$ cat src/rtl/arpc_pkg.sv
// arp cache package: table size, operation codes, index helpers and the
// command/status structs shared by the controller and the datapath
// no dependencies
`default_nettype none

package arpc_pkg;

    localparam int ENTRIES = 8;
    localparam int IDX_W   = (ENTRIES > 1) ? $clog2(ENTRIES) : 1;
    localparam int MAX_OUT = 8;
    localparam int CNT_W   = $clog2(MAX_OUT);
    localparam int OIDX_W  = 3;

    localparam logic [1:0] OP_INSERT = 2'd0;
    localparam logic [1:0] OP_LOOKUP = 2'd1;
    localparam logic [1:0] OP_SCAN   = 2'd2;

    typedef logic [IDX_W-1:0] idx_t;

    typedef struct packed {
        logic capture;
        logic step;
        logic finish;
    } arpc_cmd_t;

    typedef struct packed {
        logic op_valid;
        logic op_scan;
        logic at_end;
        logic out_free;
        logic pend_cap;
    } arpc_sts_t;

    // low bits of a slot number as carried on the result word
    function automatic logic [OIDX_W-1:0] to_out_idx(input idx_t i);
        logic [IDX_W+OIDX_W-1:0] t;
        t = {{OIDX_W{1'b0}}, i};
        return t[OIDX_W-1:0];
    endfunction

endpackage

`default_nettype wire

$ cat src/rtl/arpc_if.sv
// valid/ready channel interfaces for the arp cache request and result words
// uses no package
`default_nettype none

interface arpc_in_if;
    logic        valid;
    logic        ready;
    logic [1:0]  operation;
    logic [31:0] ip_address;
    logic [47:0] mac_address;
    logic [31:0] now_time;

    modport source (output valid, operation, ip_address, mac_address, now_time,
                    input ready);
    modport sink   (input valid, operation, ip_address, mac_address, now_time,
                    output ready);
endinterface

interface arpc_out_if;
    logic       valid;
    logic       ready;
    logic       found;
    logic [2:0] entry_index;
    logic       last;

    modport source (output valid, found, entry_index, last, input ready);
    modport sink   (input valid, found, entry_index, last, output ready);
endinterface

`default_nettype wire

$ cat src/rtl/arpc_ctrl.sv
// arp cache controller: sequences capture, table sweep and the final result
// depends on arpc_pkg
`default_nettype none

module arpc_ctrl (
    input  wire logic              clk,
    input  wire logic              rst_n,
    input  wire logic              in_valid,
    output logic                   in_ready,
    input  wire arpc_pkg::arpc_sts_t sts,
    output arpc_pkg::arpc_cmd_t    cmd
);
    import arpc_pkg::*;

    localparam logic [1:0] ST_IDLE   = 2'd0;
    localparam logic [1:0] ST_SWEEP  = 2'd1;
    localparam logic [1:0] ST_FINISH = 2'd2;

    logic [1:0] state_reg;
    logic [1:0] state_next;

    always_comb
    begin
        cmd        = '0;
        state_next = state_reg;
        in_ready   = (state_reg == ST_IDLE);
        unique case (state_reg)
            ST_IDLE:
            begin
                if (in_valid)
                begin
                    cmd.capture = 1'b1;
                    state_next  = ST_SWEEP;
                end
            end
            ST_SWEEP:
            begin
                if (!sts.op_valid || sts.pend_cap)
                begin
                    state_next = ST_FINISH;
                end
                else if (!sts.op_scan || sts.out_free)
                begin
                    // scan steps may push a word, so they wait for room
                    cmd.step = 1'b1;
                    if (sts.at_end)
                    begin
                        state_next = ST_FINISH;
                    end
                end
            end
            ST_FINISH:
            begin
                if (sts.out_free)
                begin
                    cmd.finish = 1'b1;
                    state_next = ST_IDLE;
                end
            end
            default:
            begin
                state_next = ST_IDLE;
            end
        endcase
    end

    always_ff @(posedge clk or negedge rst_n)
    begin
        if (!rst_n)
        begin
            state_reg <= ST_IDLE;
        end
        else
        begin
            state_reg <= state_next;
        end
    end

endmodule

`default_nettype wire

$ cat src/rtl/arpc_dpath.sv
// arp cache datapath: slot table, sweep trackers, age limit and result register
// depends on arpc_pkg
`default_nettype none

module arpc_dpath (
    input  wire logic                clk,
    input  wire logic                rst_n,
    input  wire arpc_pkg::arpc_cmd_t cmd,
    output arpc_pkg::arpc_sts_t      sts,
    input  wire logic [1:0]          operation,
    input  wire logic [31:0]         ip_address,
    input  wire logic [47:0]         mac_address,
    input  wire logic [31:0]         now_time,
    input  wire logic                cfg_we,
    input  wire logic [31:0]         cfg_wdata,
    output logic                     out_valid,
    input  wire logic                out_ready,
    output logic                     found,
    output logic [2:0]               entry_index,
    output logic                     last
);
    import arpc_pkg::*;

    logic [31:0]      age_limit_reg;
    logic [ENTRIES-1:0] slot_valid_reg;
    logic [31:0]      slot_ip_reg    [ENTRIES];
    logic [47:0]      slot_mac_reg   [ENTRIES];
    logic [31:0]      slot_stamp_reg [ENTRIES];

    logic [1:0]       op_reg;
    logic [31:0]      ip_reg;
    logic [47:0]      mac_reg;
    logic [31:0]      now_reg;

    idx_t             idx_reg;
    logic             hit_v_reg;
    idx_t             hit_idx_reg;
    logic             free_v_reg;
    idx_t             free_idx_reg;
    idx_t             old_idx_reg;
    logic [31:0]      old_stamp_reg;
    logic             pend_v_reg;
    idx_t             pend_idx_reg;
    logic [CNT_W-1:0] cnt_reg;

    logic             out_valid_reg;
    logic             found_reg;
    logic [2:0]       index_reg;
    logic             last_reg;

    logic             cur_valid;
    logic [31:0]      cur_ip;
    logic [31:0]      cur_stamp;
    logic [31:0]      limit;
    logic             expired;
    logic             ip_match;
    logic             older;
    logic             is_scan;
    logic             scan_emit;
    idx_t             ins_slot;
    logic             fin_found;
    idx_t             fin_idx;

    assign cur_valid = slot_valid_reg[idx_reg];
    assign cur_ip    = slot_ip_reg[idx_reg];
    assign cur_stamp = slot_stamp_reg[idx_reg];
    // expiry uses the wrapped 32-bit sum
    assign limit     = age_limit_reg + cur_stamp;
    assign is_scan   = (op_reg == OP_SCAN);
    assign expired   = cur_valid && (limit < now_reg);
    assign ip_match  = cur_valid && (cur_ip == ip_reg);
    assign older     = (idx_reg == '0) || (cur_stamp < old_stamp_reg);
    assign scan_emit = cmd.step && is_scan && expired && pend_v_reg;
    assign ins_slot  = free_v_reg ? free_idx_reg : old_idx_reg;

    assign sts.op_valid = (op_reg == OP_INSERT) || (op_reg == OP_LOOKUP) || is_scan;
    assign sts.op_scan  = is_scan;
    assign sts.at_end   = (idx_reg == IDX_W'(ENTRIES - 1));
    assign sts.out_free = !out_valid_reg || out_ready;
    // pending word is the last one the scan may report
    assign sts.pend_cap = pend_v_reg && (cnt_reg == CNT_W'(MAX_OUT - 1));

    always_comb
    begin
        fin_found = 1'b0;
        fin_idx   = '0;
        case (op_reg)
            OP_INSERT:
            begin
                fin_found = hit_v_reg;
                fin_idx   = hit_v_reg ? hit_idx_reg : ins_slot;
            end
            OP_LOOKUP:
            begin
                fin_found = hit_v_reg;
                fin_idx   = hit_v_reg ? hit_idx_reg : '0;
            end
            OP_SCAN:
            begin
                fin_found = pend_v_reg;
                fin_idx   = pend_v_reg ? pend_idx_reg : '0;
            end
            default:
            begin
                fin_found = 1'b0;
                fin_idx   = '0;
            end
        endcase
    end

    always_ff @(posedge clk or negedge rst_n)
    begin
        if (!rst_n)
        begin
            age_limit_reg  <= '0;
            slot_valid_reg <= '0;
            idx_reg        <= '0;
            hit_v_reg      <= 1'b0;
            free_v_reg     <= 1'b0;
            pend_v_reg     <= 1'b0;
            cnt_reg        <= '0;
            out_valid_reg  <= 1'b0;
        end
        else
        begin
            if (cfg_we)
            begin
                age_limit_reg <= cfg_wdata;
            end
            if (cmd.capture)
            begin
                idx_reg    <= '0;
                hit_v_reg  <= 1'b0;
                free_v_reg <= 1'b0;
                pend_v_reg <= 1'b0;
                cnt_reg    <= '0;
            end
            if (cmd.step)
            begin
                idx_reg <= idx_reg + 1'b1;
                if (ip_match)
                begin
                    hit_v_reg <= 1'b1;
                end
                if (!cur_valid)
                begin
                    free_v_reg <= 1'b1;
                end
                if (is_scan && expired)
                begin
                    pend_v_reg <= 1'b1;
                end
                if (scan_emit)
                begin
                    cnt_reg <= cnt_reg + 1'b1;
                end
            end
            if (cmd.finish && (op_reg == OP_INSERT) && !hit_v_reg)
            begin
                slot_valid_reg[ins_slot] <= 1'b1;
            end
            if (cmd.finish || scan_emit)
            begin
                out_valid_reg <= 1'b1;
            end
            else if (out_ready)
            begin
                out_valid_reg <= 1'b0;
            end
        end
    end

    always_ff @(posedge clk)
    begin
        if (cmd.capture)
        begin
            op_reg  <= operation;
            ip_reg  <= ip_address;
            mac_reg <= mac_address;
            now_reg <= now_time;
        end
        if (cmd.step)
        begin
            // first match and first free slot are kept
            if (ip_match && !hit_v_reg)
            begin
                hit_idx_reg <= idx_reg;
            end
            if (!cur_valid && !free_v_reg)
            begin
                free_idx_reg <= idx_reg;
            end
            if (older)
            begin
                old_idx_reg   <= idx_reg;
                old_stamp_reg <= cur_stamp;
            end
            if (is_scan && expired)
            begin
                pend_idx_reg <= idx_reg;
            end
        end
        if (cmd.finish && (op_reg == OP_INSERT))
        begin
            if (hit_v_reg)
            begin
                slot_stamp_reg[hit_idx_reg] <= now_reg;
            end
            else
            begin
                slot_ip_reg[ins_slot]    <= ip_reg;
                slot_mac_reg[ins_slot]   <= mac_reg;
                slot_stamp_reg[ins_slot] <= now_reg;
            end
        end
        if (cmd.finish)
        begin
            found_reg <= fin_found;
            index_reg <= to_out_idx(fin_idx);
            last_reg  <= 1'b1;
        end
        else if (scan_emit)
        begin
            found_reg <= 1'b1;
            index_reg <= to_out_idx(pend_idx_reg);
            last_reg  <= 1'b0;
        end
    end

    assign out_valid   = out_valid_reg;
    assign found       = found_reg;
    assign entry_index = index_reg;
    assign last        = last_reg;

endmodule

`default_nettype wire

$ cat src/rtl/arp_cache_table_core.sv
// arp cache table: eight-slot ip to mac cache with insert, lookup and expiry scan
// Request channel in_ch carries operation, ip_address, mac_address and now_time;
// result channel out_ch carries found, entry_index and last, one word per
// result, last set on the final word of a request. cfg_we/cfg_wdata write the
// age limit; the user must write it only while the block is idle, and the block
// itself does not enforce this. A request is captured, then the controller
// sweeps the table one slot per cycle while no scan step waits for room in the
// result register, then writes the final word; an unused operation code skips
// the sweep. One request is in flight at a time; in_ch.ready is high only
// between requests, even while the last word waits on out_ch.
// A scan reports expired slots as it passes them, one word behind, and pauses
// the sweep while the result register is full. A stalled receiver holds the
// result word steady and eventually halts a scan's sweep.
// Reset clears all valid bits, the age limit and the result valid flag; slot
// contents are not cleared, and only those of valid slots affect results.
// depends on arpc_pkg, arpc_if, arpc_ctrl, arpc_dpath
`default_nettype none

module arp_cache_table_core (
    input  wire logic        clk,
    input  wire logic        rst_n,
    arpc_in_if.sink          in_ch,
    arpc_out_if.source       out_ch,
    input  wire logic        cfg_we,
    input  wire logic [31:0] cfg_wdata
);
    import arpc_pkg::*;

    arpc_cmd_t cmd;
    arpc_sts_t sts;

    arpc_ctrl u_ctrl (
        .clk      (clk),
        .rst_n    (rst_n),
        .in_valid (in_ch.valid),
        .in_ready (in_ch.ready),
        .sts      (sts),
        .cmd      (cmd)
    );

    arpc_dpath u_dpath (
        .clk         (clk),
        .rst_n       (rst_n),
        .cmd         (cmd),
        .sts         (sts),
        .operation   (in_ch.operation),
        .ip_address  (in_ch.ip_address),
        .mac_address (in_ch.mac_address),
        .now_time    (in_ch.now_time),
        .cfg_we      (cfg_we),
        .cfg_wdata   (cfg_wdata),
        .out_valid   (out_ch.valid),
        .out_ready   (out_ch.ready),
        .found       (out_ch.found),
        .entry_index (out_ch.entry_index),
        .last        (out_ch.last)
    );

endmodule

`default_nettype wire

$ cat src/flat_wrapper.sv
// flat-port wrapper written by rule: the top's interface ports become plain ports
module arp_cache_table_core_flat import arpc_pkg::*;
  (clk, rst_n, cfg_we, cfg_wdata, in_ch_valid, in_ch_operation, in_ch_ip_address, in_ch_mac_address, in_ch_now_time, in_ch_ready, out_ch_valid, out_ch_found, out_ch_entry_index, out_ch_last, out_ch_ready);
  arpc_in_if in_ch_i ();
  arpc_out_if out_ch_i ();
  input  wire logic clk;
  input  wire logic rst_n;
  input  wire logic cfg_we;
  input  wire logic [31:0] cfg_wdata;
  input wire logic [$bits(in_ch_i.valid)-1:0] in_ch_valid;
  input wire logic [$bits(in_ch_i.operation)-1:0] in_ch_operation;
  input wire logic [$bits(in_ch_i.ip_address)-1:0] in_ch_ip_address;
  input wire logic [$bits(in_ch_i.mac_address)-1:0] in_ch_mac_address;
  input wire logic [$bits(in_ch_i.now_time)-1:0] in_ch_now_time;
  output wire logic [$bits(in_ch_i.ready)-1:0] in_ch_ready;
  output wire logic [$bits(out_ch_i.valid)-1:0] out_ch_valid;
  output wire logic [$bits(out_ch_i.found)-1:0] out_ch_found;
  output wire logic [$bits(out_ch_i.entry_index)-1:0] out_ch_entry_index;
  output wire logic [$bits(out_ch_i.last)-1:0] out_ch_last;
  input wire logic [$bits(out_ch_i.ready)-1:0] out_ch_ready;
  assign in_ch_i.valid = in_ch_valid;
  assign in_ch_i.operation = in_ch_operation;
  assign in_ch_i.ip_address = in_ch_ip_address;
  assign in_ch_i.mac_address = in_ch_mac_address;
  assign in_ch_i.now_time = in_ch_now_time;
  assign in_ch_ready = in_ch_i.ready;
  assign out_ch_valid = out_ch_i.valid;
  assign out_ch_found = out_ch_i.found;
  assign out_ch_entry_index = out_ch_i.entry_index;
  assign out_ch_last = out_ch_i.last;
  assign out_ch_i.ready = out_ch_ready;
  arp_cache_table_core u_core (.clk(clk), .rst_n(rst_n), .in_ch(in_ch_i), .out_ch(out_ch_i), .cfg_we(cfg_we), .cfg_wdata(cfg_wdata));
endmodule
$ cat config.mk
export PLATFORM = sky130hd
export DESIGN_NAME = arp_cache_table_core_flat
export DESIGN_NICKNAME = d
export VERILOG_FILES = /design/src/rtl/arpc_pkg.sv /design/src/rtl/arpc_if.sv /design/src/rtl/arpc_ctrl.sv /design/src/rtl/arpc_dpath.sv /design/src/rtl/arp_cache_table_core.sv /design/src/flat_wrapper.sv
export SDC_FILE = /design/constraint.sdc
export NUM_CORES = 1
export LEC_CHECK = 0
export BUFFER_PORTS_ARGS = -buffer_cell sky130_fd_sc_hd__buf_2
export CORE_ASPECT_RATIO = 2
export CORE_MARGIN = 2
export CORE_UTILIZATION = 65
export DETAILED_ROUTE_END_ITERATION = 8
export PLACE_DENSITY_LB_ADDON = 0.25
export RECOVER_POWER = 25
export SETUP_SLACK_MARGIN = 0.05
export SKIP_CTS_REPAIR_TIMING = 1
export SLEW_MARGIN = 20
export SYNTH_ARGS = -nofsm -noshare
export SYNTH_HDL_FRONTEND = slang
export SYNTH_SLANG_ARGS = --single-unit
$ cat constraint.sdc
create_clock -name clk -period 11 [get_ports clk]
set_input_delay 1.65 -clock clk [delete_from_list [all_inputs] [get_ports clk]]
set_output_delay 1.65 -clock clk [all_outputs]
set_load 0.05 [all_outputs]
==> impl_metrics.tcl, run 1 <==
set metrics [dict create \
    gp_congestion 0.880 \
    hold_depth 1 \
    dieArea_um2 45600 \
    end_kind "flip-flop" \
    die_w_um 152 \
    yosysSeqAreaShare_pct 70.6 \
    nets 1943 \
    dp_hpwl_mm 35.8 \
    drive_gt1_share_pct 25.8 \
    synth_cell_types 64 \
    num-fill-cells 2601 \
    rsz0062_at_grt "false" \
    regArea_um2 20100 \
    cts_tree "done" \
    ant_nets 0 \
    root_buffer "clkbuf_16" \
    synth_cells 1544 \
    power.leakage_uw 0.0112 \
    relSlewSlack_pct 38.8 \
    clkTransAtPathRegs_ps 70 \
    timing_hold_violations_final 0 \
    clock-sinks 679 \
    io_pins 158 \
    cp.arrival_ps 7570 \
    wl_mm 57.7 \
    synthFlopType "edfxtp_1" \
    critPathLaunchType "flip-flop" \
    area_growth_pct 11.0 \
    slew_violations 0 \
    syn_area_per_cell_um2 18.5 \
    ys_ff_latch 679 \
    critPathKind "reg2reg" \
    gr-total-overflow 0 \
    synthesis.nets 1794 \
    numPortBuffers 109 \
    core_area_um2 43400 \
    yosys.area.top_type "edfxtp_1" \
    drcViolationCount 0 \
    grt_max_degree 57 \
    total_power_uw 7650 \
    clk-insertion-delay-late_ps 590 \
    max_freq_mhz 137 \
    power.density_nw_per_um2 242 \
    grt_pass1_wl_mm 87.7 \
    maxCapViolCount 0 \
    synth.top_cells.by_area "edfxtp_1 (66%), mux4_2 (10%), dfrtp_1 (4.6%), ha_1 (4.3%), mux2_2 (2.6%)" \
    setup_viol 0 \
    grt_pass1_vias 15400 \
    die_h_um 300 \
    multi_input_area_um2 7930 \
    dr.pass1.iters 5 \
    grt_most_used_layer "met2" \
    skew_ps 8.83 \
    synth_edf_count 626 \
    synth_top_cell_area_share_pct 66.0 \
    htree_levels 2 \
    cts_made_buffers 56 \
    grtUsageMet3_pct 3.01 \
    wl_per_cell_um 25.2 \
    use_met1_pct 28.8 \
    final_area_um2 31600 \
    timing.hold.ws_ps 463 \
    max_slew.worst_pin.slew_ps 918 \
    ys_warn_count 0 \
    postLayoutCoreUtil_pct 72.9 \
    hp-class "reg2reg" \
    synth_area_um2 28500 \
    ff2ff_path_depth 20 \
    row_count 108 \
    avgViaCountPerCell 6.26 \
    outcome "finished, final reports clean" \
    antennaDiodeCount 0 \
    cp.required_ps 11290 \
    first_iter_violations 914 \
    grt_util_met2_pct 48.6 \
    fin_setup_tns_ps 0 \
    start_util_pct 65.7 \
    clk_path_buf_depth 3 \
    grt_usage_pct 25.5 \
    critPathMaxFanout 34 \
    antenna_found_initial 1 \
    period_needed_ps 7280 \
    placed_area_um2 29800 \
    post-route-period-util_pct 66.2 \
    async_reset_ff_share_pct 7.66 \
    num_vias 14300 \
    vdd_drop_max_mv 0.172 \
]
==> critical path, cell delays in order, from the launching register on <==
cell      delay (ps)
dfrtp_4          890
buf_4            690
mux4_2           590
mux2_2           320
ha_1             370
a21oi_1          150
o21ai_0          170
a311oi_1         360
o311ai_0         330
a31oi_1          360
o21bai_1         110
a21oi_1          190
xnor2_1          140
ha_1             260
a21o_1           150
a21o_1           170
a21o_1           190
or3_1            360
o21ai_0          480
o211ai_1         360
nand2_1          260
==> stage by stage <==
stage	setup slack, ps	cells
final	3720	2289
after global routing	3150	2289
after CTS	3660	2289
after detailed placement	3700	2185
after global placement	3840	2185
after floorplan	4590	1544
==> cell usage in the layout, fill, tap and decap left out, types with 8 or more instances in the layout <==
master / netlist / routed
mux4_2: 128 / 128
nor2b_1: 12 / 12
buf_4: 0 / 26
clkbuf_1: 17 / 10
clkbuf_16: 0 / 58
xor2_1: 9 / 9
nand2_1: 51 / 51
a21oi_1: 48 / 47
nor4_1: 8 / 8
o21ai_0: 32 / 32
a211oi_1: 11 / 11
inv_1: 85 / 84
mux2i_1: 41 / 41
ha_1: 98 / 98
a21o_1: 24 / 24
dfrtp_1: 52 / 49
or2_2: 11 / 11
nand3_1: 11 / 11
edfxtp_1: 626 / 626
nor2_4: 0 / 16
buf_2: 5 / 109
clkinv_1: 0 / 11
clkinv_2: 0 / 12
xnor2_1: 46 / 46
mux2_2: 65 / 65
nor2_1: 41 / 25
==> report_power, final <==
part / switching, uW / total [uW] / internal (uW)
clock: 876 / 1960 / 1080
combinational: 1260 / 2310 / 1050
sequential: 222 / 3390 / 3160
total: 2360 / 7650 / 5290
==> layout make-up <==
| class | count | area share, % |
|---|---|---|
| clock buffer | 71 | 4.84 |
| clock inverter | 33 | 0.898 |
| timing repair buffer | 135 | 2.34 |
| inverter | 86 | 1.02 |
| sequential | 679 | 63.6 |
| tap | 550 | 2.18 |
| multi-input combinational | 735 | 25.1 |
==> path summary, 6_finish.rpt <==
| check | startpoint | end | slack, ps |
|---|---|---|---|
| max in group asynchronous | rst_n | u_core.u_dpath.idx_reg[0] | 9130 |
| setup reg to reg | u_core.u_dpath.idx_reg[0] | u_core.u_dpath.entry_index[0] | 3720 |
| setup / recovery | u_core.u_dpath.idx_reg[0] | u_core.u_dpath.entry_index[0] | 3720 |
| hold / removal | u_core.u_dpath.last | u_core.u_dpath.last | 460 |
| hold reg to reg | u_core.u_dpath.last | u_core.u_dpath.last | 460 |
| min in group asynchronous | rst_n | u_core.u_dpath.age_limit_reg[19] | 1230 |
==> routing by layer <==
metal / vias up / wire, um
li1: 6422 / -
met1: 7363 / 20400
met2: 394 / 32300
met3: 140 / 2380
met4: 2 / 2670
met5: - / 11
==> synth_stat cells (11+ instances only) <==
master and n:
edfxtp_1 626, mux4_2 128, ha_1 98, inv_1 85, mux2_2 65, dfrtp_1 52
nand2_1 51, a21oi_1 48, xnor2_1 46, mux2i_1 41, nor2_1 41, o21ai_0 32
a21o_1 24, clkbuf_1 17, buf_1 14, nor2b_1 12, a211oi_1 11, nand3_1 11
or2_2 11
==> kinds of logic after synthesis <==
family,share of synthesized area (%)
DFF,70.6
muxes,14.3
and+or+nand+nor,3.04
AOI/OAI and AO/OA,3.89
buffers and inverters,2.04
adders and majority gates,4.37
xor gates and xnor gates,1.77
(Power assumes the default switching activity.)
==> run 2, diff against run 1 <==
ABC_AREA = 1   (was not set)
CORE_UTILIZATION = 61   (was 65)
clock period = 7.15 ns   (was 11 ns; I/O delays follow)
==> run 2 against run 1 <==
Effect of this change:
- combinational power increased by 100%
- fmax increased by 14%
- first-iteration DRC count increased by 77%
- via count rose by 32%
- sequential power up 51%
- synthesized area grew 2.7%
- critical path type unchanged
- largest cell class unchanged
- largest power group unchanged
- highest routed layer is now met4
==> impl_metrics.tcl, run 2 <==
set metrics [dict create \
    min_to "u_core.u_dpath.last" \
    dr.pass1.iters 5 \
    wl_mm 66.1 \
    critPathKind "reg2reg" \
    fin_setup_tns_ps 0 \
    synth_edf_count 626 \
    ff2ff_setup_slack_ps 750 \
    first_iter_violations 1616 \
    final_area_um2 32300 \
    ant_nets 0 \
    grt_pass1_wl_mm 101 \
    cp.arrival_ps 6700 \
    period_needed_ps 6400 \
    relSlewSlack_pct 51.3 \
    critPathLaunchType "flip-flop" \
    synth_common_cells "edfxtp_1 (626), nor2_1 (456), o21ai_0 (291)" \
    critPathMaxFanout 91 \
    maxCapViolCount 0 \
    yosysMostFrequentCell "edfxtp_1" \
    synth.top_cells.by_area "edfxtp_1 (64%), nor2_1 (5.8%), o21ai_0 (5.0%), dfrtp_1 (4.4%), ha_1 (4.2%)" \
    cts_made_buffers 57 \
    r2r-end "u_core.u_dpath.found" \
    synthesis.nets 2670 \
    grt_pass1_vias 19600 \
    dieArea_um2 49900 \
    async_reset_ff_share_pct 7.66 \
    power.density_nw_per_um2 398 \
    hp-class "reg2reg" \
    antennaDiodeCount 0 \
    cp.required_ps 7460 \
    clk-insertion-delay-late_ps 610 \
    root_buffer "clkbuf_16" \
    die_w_um 159 \
    ff2ff_path_depth 22 \
    clk_path_buf_depth 3 \
    timing.hold.ws_ps 460 \
    yosys.area.top_type "edfxtp_1" \
    skew_ps 16.6 \
    gr-total-overflow 0 \
    r2r-start "u_core.u_dpath.idx_reg[0]" \
    hp-start "u_core.u_dpath.last" \
    die_h_um 314 \
    crit_start "u_core.u_dpath.idx_reg[0]" \
    num-fill-cells 3414 \
    grt_usage_pct 26.2 \
    setup_viol 0 \
    gp_congestion 0.922 \
    row_count 113 \
    hold_depth 2 \
    num_vias 18900 \
    syn_area_per_cell_um2 12.1 \
    core_area_um2 47500 \
    avgViaCountPerCell 5.91 \
    synth_area_um2 29300 \
    drive_gt1_share_pct 11.1 \
    ys_ff_latch 679 \
    outcome "finished, final reports clean" \
    htree_levels 2 \
    slew_violations 0 \
    numPortBuffers 109 \
    synth_cells 2420 \
    postLayoutCoreUtil_pct 67.9 \
    cts_tree "done" \
    power.leakage_uw 0.0118 \
    yosysSeqAreaShare_pct 68.7 \
    wl_per_cell_um 20.7 \
    timing_hold_violations_final 0 \
    synthFlopType "edfxtp_1" \
    rsz0062_at_grt "false" \
    area_growth_pct 10.3 \
    final_common_cell "edfxtp_1" \
    clock-sinks 679 \
    final_cell_mix "edfxtp_1 (626), nor2_1 (440), o21ai_0 (291), nand2_1 (230), inv_1 (147)" \
    max_slew.worst_pin.slew_ps 731 \
    synth_cell_types 46 \
    drcViolationCount 0 \
    dp_hpwl_mm 41.7 \
    nets 2772 \
    ys_warn_count 0 \
    max_freq_mhz 156 \
    synth_top_cell_area_share_pct 64.2 \
    post-route-period-util_pct 89.4 \
    io_pins 158 \
    end_kind "flip-flop" \
    vdd_drop_max_mv 0.237 \
    placed_area_um2 30500 \
    grt_max_degree 145 \
    clkTransAtPathRegs_ps 60 \
    start_util_pct 61.6 \
    antenna_found_initial 0 \
]
==> run 2: cell count changes in the layout (fill, tap and decap cells not counted), sizes merged, moves of 16 or more <==
cell   change
a31oi     +30
mux2i     -39
mux4     -130
nor2     +416
a21o      -19
nand3     +23
o22ai     +62
mux2      -35
nand2    +179
inv       +67
o21ai    +312
xnor2     -29
a21oi     +25
xor2      +16
==> run 2: layout make-up <==
type | count | area, um2 | area share (%)
sequential | 679 | 20100 | 62.4
multi-input combinational | 1483 | 8110 | 25.1
clock buffer | 69 | 1510 | 4.69
timing repair buffer | 148 | 846 | 2.62
tap | 632 | 791 | 2.45
inverter | 153 | 582 | 1.80
clock inverter | 35 | 294 | 0.911
==> run 2: critical path: stages (launching register included) <==
cell and delay (ps):
dfrtp_4 730, inv_6 560, buf_4 670, o21ai_0 190, o22ai_1 200, nor2_1 70, a31oi_1 390, ha_1 270
nand2_1 110, nor2_1 180, nand2_1 150, nor4_1 240, nand2_1 120, o211ai_1 280, nand2_1 120, nand2_1 100
xor2_1 190, ha_1 290, a21oi_1 160, o2111ai_1 320, nor2_2 390, nand3_1 150, nand2_1 180
==> run 2: per-layer routing <==
layer / routed length (um) / GRT usage, % / vias to the layer above
met5: 0 / 0 / -
met4: 3820 / 15.3 / 0
met3: 3150 / 2.98 / 181
met2: 35700 / 49.7 / 680
met1: 23500 / 28.0 / 9240
li1: - / - / 8817
==> run 2: logic make-up after synthesis <==
logic type	share of synthesized area, %
AND/OR/NAND/NOR	10.1
flip-flops	68.7
AO/OA/AOI/OAI	10.4
buffers and inverters	3.98
adder cells (fa/ha/maj)	4.26
XOR/XNOR	1.26
multiplexers	1.22
==> run 2: through the flow <==
stage	worst slack [ps]	std cells	power [uW]
after global placement	987	3095	9660
after global routing	390	3199	13700
after detailed placement	800	3095	9860
after floorplan	2220	2420	8570
after CTS	802	3199	12900
final	755	3199	12900
==> run 2: report_power, final <==
| group | internal, uW | switching, uW |
|---|---|---|
| clock | 1650 | 1360 |
| combinational | 1590 | 3120 |
| sequential | 4830 | 302 |
==> run 2: how the worst max path moves through the flow <==
stage,to,slack [ps],cells after the start
after floorplan,u_core.u_dpath.entry_index[0],2220,30
after global placement,u_core.u_dpath.entry_index[2],990,24
after detailed placement,u_core.u_dpath.entry_index[0],800,24
after CTS,u_core.u_dpath.found,800,24
after global routing,u_core.u_dpath.found,390,22
final,u_core.u_dpath.found,750,22
